`config.mk`:
```
export PLATFORM = sky130hd
export DESIGN_NAME = biquad_cascade_filter
export DESIGN_NICKNAME = d
export VERILOG_FILES = /design/src/hw/rtl/bqc_pkg.sv /design/src/hw/rtl/biquad_cascade_filter.sv
export SDC_FILE = /design/constraint.sdc
export NUM_CORES = 2
export LEC_CHECK = 0
export BUFFER_PORTS_ARGS = -buffer_cell sky130_fd_sc_hd__buf_4
export CAP_MARGIN = 20
export CELL_PAD_IN_SITES_DETAIL_PLACEMENT = 1
export CELL_PAD_IN_SITES_GLOBAL_PLACEMENT = 2
export CORE_MARGIN = 2
export CORE_UTILIZATION = 40
export DETAILED_ROUTE_END_ITERATION = 12
export HOLD_SLACK_MARGIN = 0.06
export PLACE_DENSITY_LB_ADDON = 0.2
export SETUP_SLACK_MARGIN = 0.3
export SYNTH_ARGS = -nofsm -noshare
export SYNTH_HDL_FRONTEND = slang
export SYNTH_SLANG_ARGS = --single-unit
export TNS_END_PERCENT = 30
```
`constraint.sdc`:
```
create_clock -name clk -period 13.2 [get_ports clk]
set_input_delay 1.98 -clock clk [delete_from_list [all_inputs] [get_ports clk]]
set_output_delay 1.98 -clock clk [all_outputs]
set_load 0.01 [all_outputs]
```
`src/hw/rtl/bqc_pkg.sv`:
```
// shared constants, types and helpers for the biquad cascade filter
package bqc_pkg;

  localparam int MAX_STAGES_DEFAULT   = 8;
  localparam int SAMPLE_WIDTH_DEFAULT = 24;
  localparam int COEF_WIDTH_DEFAULT   = 32;

  // accumulator width, wraps modulo 2^64
  localparam int ACC_WIDTH = 64;

  localparam int CFG_INDEX_WIDTH   = 3;
  localparam int STAGE_COUNT_WIDTH = 4;
  localparam int STAGE_NUM_WIDTH   = STAGE_COUNT_WIDTH + 1;

  // configuration register indexes
  localparam logic [CFG_INDEX_WIDTH-1:0] CFG_COEF_B0     = 3'd0;
  localparam logic [CFG_INDEX_WIDTH-1:0] CFG_COEF_B1     = 3'd1;
  localparam logic [CFG_INDEX_WIDTH-1:0] CFG_COEF_B2     = 3'd2;
  localparam logic [CFG_INDEX_WIDTH-1:0] CFG_COEF_A1     = 3'd3;
  localparam logic [CFG_INDEX_WIDTH-1:0] CFG_COEF_A2     = 3'd4;
  localparam logic [CFG_INDEX_WIDTH-1:0] CFG_STAGE_COUNT = 3'd5;

  // product steps of one section, in issue order
  localparam int STEP_WIDTH = 3;
  localparam logic [STEP_WIDTH-1:0] STEP_B0 = 3'd0;
  localparam logic [STEP_WIDTH-1:0] STEP_B1 = 3'd1;
  localparam logic [STEP_WIDTH-1:0] STEP_B2 = 3'd2;
  localparam logic [STEP_WIDTH-1:0] STEP_A1 = 3'd3;
  localparam logic [STEP_WIDTH-1:0] STEP_A2 = 3'd4;

  typedef enum logic [1:0] {
    ST_IDLE,
    ST_MAC,
    ST_FINAL,
    ST_DONE
  } state_t;

  // number of sections actually run for a stage_count value
  function automatic logic [STAGE_NUM_WIDTH-1:0] active_stages(
    input logic [STAGE_COUNT_WIDTH-1:0] count,
    input int unsigned                  max_stages
  );
    logic [STAGE_NUM_WIDTH-1:0] n;
    n = {1'b0, count};
    if (count == '0) begin
      n = STAGE_NUM_WIDTH'(1);
    end else if (32'(count) > max_stages) begin
      n = STAGE_NUM_WIDTH'(max_stages);
    end
    return n;
  endfunction

endpackage

```
`src/hw/rtl/biquad_cascade_filter.sv`:
```
// cascade of direct form I biquad sections on one shared multiply-accumulate unit
//
// Each input word is run through the active sections in order, section 0 first,
// all sections sharing b0, b1, b2, a1 and a2 (Q4.28 at default width) and each
// keeping its own two past inputs and outputs. A single multiplier produces the
// five products of a section one per cycle into a 64-bit accumulator that starts
// at the rounding offset; a final step adds the last product, shifts, saturates
// and writes back the section history. The input stalls until the last section
// is done and its result is moved into the output register, so a new word is only
// taken once the previous one is through. The result sits in an output register,
// so the next word is taken while it waits. Writing stage_count clears the history
// of every section at or above the new count; writes are taken only while the
// filter is idle.
module biquad_cascade_filter #(
  parameter int MAX_STAGES   = bqc_pkg::MAX_STAGES_DEFAULT,
  parameter int SAMPLE_WIDTH = bqc_pkg::SAMPLE_WIDTH_DEFAULT,
  parameter int COEF_WIDTH   = bqc_pkg::COEF_WIDTH_DEFAULT
) (
  input  logic                                 clk,
  input  logic                                 rst,

  input  logic                                 in_valid,
  output logic                                 in_stall,
  input  logic signed [SAMPLE_WIDTH-1:0]       sample_in,

  output logic                                 out_valid,
  input  logic                                 out_stall,
  output logic signed [SAMPLE_WIDTH-1:0]       sample_out,

  input  logic                                 cfg_valid,
  output logic                                 cfg_ready,
  input  logic [bqc_pkg::CFG_INDEX_WIDTH-1:0]  cfg_index,
  input  logic [COEF_WIDTH-1:0]                cfg_data
);

  import bqc_pkg::*;

  localparam int FRAC    = COEF_WIDTH - 4;
  localparam int PROD_W  = SAMPLE_WIDTH + COEF_WIDTH;
  localparam int SEC_W   = (MAX_STAGES > 1) ? $clog2(MAX_STAGES) : 1;

  localparam logic signed [ACC_WIDTH-1:0]  ROUND_CONST = ACC_WIDTH'(1) << (FRAC - 1);
  localparam logic [COEF_WIDTH-1:0]        ONE_COEF    = COEF_WIDTH'(1) << FRAC;

  // configuration
  logic signed [COEF_WIDTH-1:0]    coef_b0, coef_b1, coef_b2, coef_a1, coef_a2;
  logic [STAGE_COUNT_WIDTH-1:0]    stage_count;
  logic [STAGE_NUM_WIDTH-1:0]      num_stages;
  logic [STAGE_NUM_WIDTH-1:0]      new_stages;
  logic                            cfg_write;

  // per-section history
  logic signed [SAMPLE_WIDTH-1:0]  hist_x1 [MAX_STAGES];
  logic signed [SAMPLE_WIDTH-1:0]  hist_x2 [MAX_STAGES];
  logic signed [SAMPLE_WIDTH-1:0]  hist_y1 [MAX_STAGES];
  logic signed [SAMPLE_WIDTH-1:0]  hist_y2 [MAX_STAGES];

  // sequencer
  state_t                          state, state_next;
  logic [STEP_WIDTH-1:0]           step, step_next;
  logic [SEC_W-1:0]                sec, sec_next;
  logic                            last_sec;
  logic                            out_free;
  logic                            in_take;
  logic                            out_load;

  // datapath
  logic signed [SAMPLE_WIDTH-1:0]  x_cur;
  logic signed [SAMPLE_WIDTH-1:0]  mul_samp;
  logic signed [COEF_WIDTH-1:0]    mul_coef;
  logic signed [PROD_W-1:0]        prod_w;
  logic signed [ACC_WIDTH-1:0]     prod;
  logic                            prod_sub;
  logic signed [ACC_WIDTH-1:0]     acc;
  logic signed [ACC_WIDTH-1:0]     acc_sum;
  logic signed [ACC_WIDTH-1:0]     shifted;
  logic [ACC_WIDTH-SAMPLE_WIDTH:0] upper;
  logic signed [SAMPLE_WIDTH-1:0]  y_sat;

  assign cfg_ready  = (state == ST_IDLE);
  assign cfg_write  = cfg_valid && cfg_ready;
  assign num_stages = active_stages(stage_count, MAX_STAGES);
  assign new_stages = active_stages(cfg_data[STAGE_COUNT_WIDTH-1:0], MAX_STAGES);

  assign in_stall = (state != ST_IDLE);
  assign in_take  = in_valid && !in_stall;
  assign out_free = !out_valid || !out_stall;
  assign last_sec = (STAGE_NUM_WIDTH'(sec) == (num_stages - STAGE_NUM_WIDTH'(1)));

  // operand select for the shared multiplier
  always_comb begin
    mul_samp = x_cur;
    mul_coef = coef_b0;
    case (step)
      STEP_B0: begin
        mul_samp = x_cur;
        mul_coef = coef_b0;
      end
      STEP_B1: begin
        mul_samp = hist_x1[sec];
        mul_coef = coef_b1;
      end
      STEP_B2: begin
        mul_samp = hist_x2[sec];
        mul_coef = coef_b2;
      end
      STEP_A1: begin
        mul_samp = hist_y1[sec];
        mul_coef = coef_a1;
      end
      STEP_A2: begin
        mul_samp = hist_y2[sec];
        mul_coef = coef_a2;
      end
      default: begin
        mul_samp = x_cur;
        mul_coef = coef_b0;
      end
    endcase
  end

  assign prod_w  = mul_samp * mul_coef;
  assign acc_sum = prod_sub ? (acc - prod) : (acc + prod);
  assign shifted = acc_sum >>> FRAC;
  assign upper   = shifted[ACC_WIDTH-1:SAMPLE_WIDTH-1];

  // saturate when the bits above the sample do not all match its sign
  always_comb begin
    if ((&upper) || !(|upper)) begin
      y_sat = shifted[SAMPLE_WIDTH-1:0];
    end else if (shifted[ACC_WIDTH-1]) begin
      y_sat = {1'b1, {(SAMPLE_WIDTH-1){1'b0}}};
    end else begin
      y_sat = {1'b0, {(SAMPLE_WIDTH-1){1'b1}}};
    end
  end

  always_ff @(posedge clk) begin
    if (rst) begin
      state <= ST_IDLE;
      step  <= STEP_B0;
      sec   <= '0;
    end else begin
      state <= state_next;
      step  <= step_next;
      sec   <= sec_next;
    end
  end

  always_comb begin
    state_next = state;
    step_next  = step;
    sec_next   = sec;
    out_load   = 1'b0;
    case (state)
      ST_IDLE: begin
        if (in_take) begin
          state_next = ST_MAC;
          step_next  = STEP_B0;
          sec_next   = '0;
        end
      end
      ST_MAC: begin
        if (step == STEP_A2) begin
          state_next = ST_FINAL;
        end else begin
          step_next = step + STEP_WIDTH'(1);
        end
      end
      ST_FINAL: begin
        step_next = STEP_B0;
        if (last_sec) begin
          state_next = ST_DONE;
        end else begin
          state_next = ST_MAC;
          sec_next   = sec + SEC_W'(1);
        end
      end
      ST_DONE: begin
        if (out_free) begin
          out_load   = 1'b1;
          state_next = ST_IDLE;
        end
      end
      default: begin
        state_next = ST_IDLE;
      end
    endcase
  end

  // multiply-accumulate datapath
  always_ff @(posedge clk) begin
    if (in_take) begin
      x_cur <= sample_in;
    end else if (state == ST_FINAL) begin
      x_cur <= y_sat;
    end
    if (state == ST_MAC) begin
      prod     <= ACC_WIDTH'(prod_w);
      prod_sub <= (step == STEP_A1) || (step == STEP_A2);
      if (step == STEP_B0) begin
        acc <= ROUND_CONST;
      end else begin
        acc <= acc_sum;
      end
    end
  end

  // output register
  always_ff @(posedge clk) begin
    if (rst) begin
      out_valid <= 1'b0;
    end else if (out_load) begin
      out_valid <= 1'b1;
    end else if (out_valid && !out_stall) begin
      out_valid <= 1'b0;
    end
  end

  always_ff @(posedge clk) begin
    if (out_load) begin
      sample_out <= x_cur;
    end
  end

  // configuration registers
  always_ff @(posedge clk) begin
    if (rst) begin
      coef_b0     <= ONE_COEF;
      coef_b1     <= '0;
      coef_b2     <= '0;
      coef_a1     <= '0;
      coef_a2     <= '0;
      stage_count <= STAGE_COUNT_WIDTH'(1);
    end else if (cfg_write) begin
      case (cfg_index)
        CFG_COEF_B0:     coef_b0 <= cfg_data;
        CFG_COEF_B1:     coef_b1 <= cfg_data;
        CFG_COEF_B2:     coef_b2 <= cfg_data;
        CFG_COEF_A1:     coef_a1 <= cfg_data;
        CFG_COEF_A2:     coef_a2 <= cfg_data;
        CFG_STAGE_COUNT: stage_count <= cfg_data[STAGE_COUNT_WIDTH-1:0];
        default: begin
        end
      endcase
    end
  end

  // section history: writeback after each section, cleared above a new count
  always_ff @(posedge clk) begin
    if (rst) begin
      for (int s = 0; s < MAX_STAGES; s++) begin
        hist_x1[s] <= '0;
        hist_x2[s] <= '0;
        hist_y1[s] <= '0;
        hist_y2[s] <= '0;
      end
    end else if (cfg_write && (cfg_index == CFG_STAGE_COUNT)) begin
      for (int s = 0; s < MAX_STAGES; s++) begin
        if (s >= int'(new_stages)) begin
          hist_x1[s] <= '0;
          hist_x2[s] <= '0;
          hist_y1[s] <= '0;
          hist_y2[s] <= '0;
        end
      end
    end else if (state == ST_FINAL) begin
      hist_x2[sec] <= hist_x1[sec];
      hist_x1[sec] <= x_cur;
      hist_y2[sec] <= hist_y1[sec];
      hist_y1[sec] <= y_sat;
    end
  end

endmodule

```
After elaboration in Yosys (flattened, before gate mapping). Memory sizes are Yosys's and may differ from the RTL's. A register that Yosys moved wholly into a read port is not among the register bits. Index checks and enable logic that the tools add are counted.

Output and inout bits: 27. Memories: 4. Word-level logic and storage cells: 236. Register bits after elaboration: 342. Bits of input ports: 64. Memory bits (writable): 768.

Bitwise operators: 32. Add/sub/neg operators: 5. Reduce and logical (&&, ||, !) cells: 36. Multiplexer cells: 115. $lt $le $gt $ge: 10. Eq/ne operators: 18. Multiply operators: 1.

Memory list: hist_x1 (words 8, bits a word 24, read ports 1, clocked after memory_dff 1, write ports 8, line biquad_cascade_filter.sv:53) `logic signed [SAMPLE_WIDTH-1:0] hist_x1 [MAX_STAGES];`; hist_x2 (words 8, bits a word 24, read ports 1, clocked after memory_dff 1, write ports 8, line biquad_cascade_filter.sv:54) `logic signed [SAMPLE_WIDTH-1:0] hist_x2 [MAX_STAGES];`; hist_y1 (words 8, bits a word 24, read ports 1, clocked after memory_dff 1, write ports 8, line biquad_cascade_filter.sv:55) `logic signed [SAMPLE_WIDTH-1:0] hist_y1 [MAX_STAGES];`; hist_y2 (words 8, bits a word 24, read ports 1, clocked after memory_dff 1, write ports 8, line biquad_cascade_filter.sv:56) `logic signed [SAMPLE_WIDTH-1:0] hist_y2 [MAX_STAGES];`.

Operators with widths (number): two-way mux 24 bit (40); case mux 32 bit (4 select lines) (1); case mux 24 bit (4 select lines) (1); OR reduction 24 bit (4); adder 64 x 56 -> 64 bit (1); two-way mux 64 bit (1); subtractor 64 x 56 -> 64 bit (1); multiplier 24 x 32 -> 56 bit (1); two-way mux 1 bit (46); two-way mux 3 bit (15); OR 1 bit (32); >= comparator 3 x 5 -> 1 bit (first input constant) (4); AND reduction 13 bit (1); OR reduction 13 bit (1); equality test 3 x 2 -> 1 bit (second input constant) (4); two-way mux 4 bit (3); AND reduction 2 bit (6); >= comparator 1 x 5 -> 1 bit (first input constant) (2); >= comparator 2 x 5 -> 1 bit (first input constant) (2); equality test 3 bit (second input constant) (3); case mux 3 bit (3 select lines) (1); AND reduction 3 bit (3); > comparator 4 bit (second input constant) (2); zero test 4 bit (2); 19 further kinds (40).

Longest topological paths before layout.
Depth in word-level cells: 10. Mapped depth: 39. Gate-level depth less buffers: 35.

Worst setup path after synthesis. No wires, ideal clock.

Kind: register to register. From: reg with a tool-made name. To: reg prod[55] (netlist name). Data arrival time: 8.990 ns. Data required time: 12.940 ns. Slack: 3.950 ns. Cell stages (with the launch flop): 35. Library setup time: 0.260 ns. Buffers on the path: 6. Period minus slack after synthesis: 9.250 ns. Path through: dfxtp_1 > clkbuf_1 > buf_2 > buf_2 > buf_2 > mux4_2 > mux2i_1 > o22ai_1 > nor3_1 > nor2_1 > clkbuf_1 > nand2_1 > fa_1 > fa_1 > fa_1 > fa_1 > inv_1 > fa_1 > fa_1 > inv_1 > fa_1 > inv_1 > ha_1 > clkbuf_1 > nand3_1 > a31o_2 > a31oi_1 > nor3_1 > a2111oi_0 > a21oi_1 > o31a_1 > o31ai_1 > nand2b_1 > a32oi_1 > xnor2_1.

==> results.md <==
* Number of levels the H-tree was split into at 4
* Critical-path cell with the highest stage delay: nor3_1
* Unrepaired setup endpoints after global routing: false
* Primary flip-flop cell chosen by synthesis mapping: edfxtp_1
* Die W at 452 um
* Area share of the leading cell type in the synthesized netlist at 35.0%
* Run status: finished clean
* Layout area overhead at 10.7%
* Type of element capturing the critical path: register
* Clock tree from TritonCTS: built
* Arithmetic-cell share of the synthesized area counting full adders, half adders and majority gates at 23.0%
* Die area at about 0.20 mm^2
* Yosys top cell by area: edfxtp_1
* Seq/Total Area, Yosys at 39.4%
* Io pins at 91
* Max cap viols at 0
* Cells on Worst Hold Path at 2
* Number of buffers added by the clock tree synthesis step at 134
* Finished Layout Cells at 10100
* Clock slew seen by the registers of the worst setup and hold paths at 0.06 ns
* First DRT Iteration DRCs at 4445
* Global-route usage over all layers at 28.0%
* FF+latch count, synth at 1113
* Worst reg-to-reg path cell count at 30
* Number of input and output port buffers inserted at 90
* Synthesized cell area at around 0.080 mm^2
* CP arrival at between 10 and 15 ns
* Hold bufs inserted after CTS at 0
* Total nets after synthesis at 8486
* Num Clock Sinks at 1113
* Gate count after technology mapping at 7417
* Post-CTS setup repair buffer count at 0
* Headroom to the max-slew limit at 19.8%
* Core Footprint at 0.200 mm^2
* Placed Cells incl. Taps at 9880
* Post-synthesis share of cell area spent on xor and xnor gates at 1.83%
* Sum of overflow across all layers after global routing at 0
* Beginning of the worst hold path: coef_b1[18]$_SDFFE_PP0P_
* Slew Limit Fails at 0
* Highest Clock Rate at 0.0899 GHz
* Multiplexer share of the synthesized area at 6.67%
* End point of the worst hold path: coef_b1[18]$_SDFFE_PP0P_
* Average size of a mapped cell at 10.8 um^2
* Top cells by area, synth: edfxtp_1 (35%), fa_1 (20%), mux4_2 (5.4%)
* Worst hold-check path type: register to register
* Largest family of logic cells by synthesized area: adder cells
* Height of the die at 452 um
* # setup viols final at 0
* Number of warnings printed during yosys synthesis at 0
* Core Rows at 164
* Critical path peak fanout at 29
* Post-layout minimum cycle time at 11.12 ns
* WL per Instance at approximately 28 um
* Final clock period utilization by the worst path at ~84%
* Share of the synthesized area in compound gates (AO/OA/AOI/OAI) at 9.58%
* DRC viols at 0
* Vias in the first global route at 62900
* Crit path launch type: register
* Starting density of the core at 40.2%
* Post-cts repair resize count at 0
* DRT Wirelength at roughly 280000 um
* Synth async-reset ratio at 0%
* Clk Tree Root Cell: clkbuf_16
* Total number of nets in the final design at 8432
* Reg2reg end: prod[53]$_DFFE_PP_
* Worst stage delay on the critical path at 0.92 ns
* Remaining number of nets flagged by the antenna check after routing at 0
* Ratio of cells with drive above 1 in the final layout at 12.8%
* Tightest Pin Transition at roughly 1.2 ns
* First-pass GRT wire length at 423000 um
* Setup total negative slack at 0 ns
* Pin count of the biggest net entering global routing at about 120
* Crit path required time at 13.73 ns
* Simple-gate share of the synthesized area at 12.8%
* Pre-antenna DRT Iters at 6
* Number of synthesized flops with an enable pin at 937
* Count of distinct cell types in the synthesized netlist at between 90 and 100
* Most frequent cell on the critical path: fa_1
* FF-to-FF setup slack at 2.08 ns
* Hold Vio Cnt, Final at 0
* Max Buffers Root-to-Sink at 3
* Routed vias/inst at 5.71
* Worst-skew pair later-pin latency at 0.82 ns
* Post-DP HPWL at about 200000 um
* GPL Wtd Cong at 0.870
* Total number of vias at 57800
* Type of the worst setup path: register to register
* Antenna violations before repair at 4
* Maximum clock skew at final layout at about 0.080 ns
-- cell type report --
class / count / area (um^2)
diodes: 3 / 7.51
clock buffers: 171 / 3510
fillers: 21400 / 111000
well taps: 2656 / 3320
inverters: 887 / 3330
clock inverters: 69 / 963
flip-flops and latches: 1113 / 31700
multi-input cells: 4951 / 43900
repair buffers: 276 / 2130
-- sequential cells by signal, summed over array words and instances (netlist names), 3 cells and up, named ones only --
name and cells:
acc 64, coef_a1 32, coef_a2 32, coef_b0 32, coef_b1 32, coef_b2 32
hist_x1 192, hist_x2 192, hist_y1 192, hist_y2 192, prod 56, sample_out 24
sec 3, stage_count 4, step 3, x_cur 24
-- routing by layer --
| layer | track usage, % | routed length (um) | up-vias |
|---|---|---|---|
| li1 | - | - | 24900 |
| met1 | 36.0 | 118000 | 30800 |
| met2 | 48.7 | 142000 | 1603 |
| met3 | 3.04 | 13100 | 439 |
| met4 | 10.3 | 11400 | 2 |
| met5 | 0 | 12 | - |
-- worst max-delay path: cells and delay by family, from the launching register on --
family	cells	cell delay [ns]
mux	2	1.25
xor+xnor	1	0.15
buf+inv	5	1.06
flops	1	0.75
fa+ha+maj	8	3.74
compound gates	8	1.72
simple gates	6	2.04
-- cell usage after synthesis (12+ instances only) --
cell type	n
a211oi_1	49
a211oi_2	132
a21o_1	50
a21oi_1	352
a22oi_1	66
a31o_2	32
a31oi_1	70
and2_1	77
and3_1	164
buf_1	42
buf_2	33
buf_6	19
clkbuf_1	359
dfxtp_1	176
edfxtp_1	937
fa_1	785
ha_1	220
inv_1	887
mux2i_1	102
mux4_2	192
nand2_1	966
nand2b_1	47
nand3_1	34
nand4_1	31
nor2_1	897
nor2b_1	26
nor3_1	70
nor4_1	17
o211ai_1	14
o21a_1	21
o21ai_0	119
o21ai_1	19
o21bai_1	21
o22ai_1	56
o31ai_1	14
or2_2	12
or3_1	20
xnor2_1	128
xor2_1	40
-- logic make-up after synthesis --
logic type,Yosys count
xor+xnor,168
buf+inv,1353
flops,1113
simple gates,2390
mux,295
compound gates,1093
fa+ha+maj,1005
-- cell usage in the layout, fill, tap and decap left out, drive strengths merged, types with 181 or more instances in the layout --
cell type	instances
ha	220
inv	892
mux4	192
a211oi	181
nand2	967
nor2	897
buf	276
a21oi	357
edfxtp	937
fa	785
-- through the flow --
step | worst slack [ns] | hold slack (ns) | area, um^2 | utilization [%]
floorplan | 3.95 | 0.436 | 80300 | -
global placement | 1.70 | 0.441 | 84300 | 42.2
detailed placement | 2.07 | 0.447 | 84400 | 42.3
CTS | 2.08 | 0.455 | 88900 | 44.5
global route | 1.31 | 0.471 | 88900 | 44.5
finish | 2.08 | 0.452 | 88900 | 44.5
-- worst max-delay path by stage --
stage / cells after the start / end / start / slack, ns
after floorplan: 34 / prod[55]$_DFFE_PP_ / register / 3.95
after global placement: 30 / prod[53]$_DFFE_PP_ / register / 1.70
after detailed placement: 30 / prod[53]$_DFFE_PP_ / register / 2.07
after CTS: 30 / prod[53]$_DFFE_PP_ / register / 2.08
after global routing: 30 / prod[54]$_DFFE_PP_ / register / 1.31
final: 30 / prod[53]$_DFFE_PP_ / register / 2.08
Power is not shown: default switching activity piles up to over one toggle a cycle in this logic, so the estimate is an artifact.
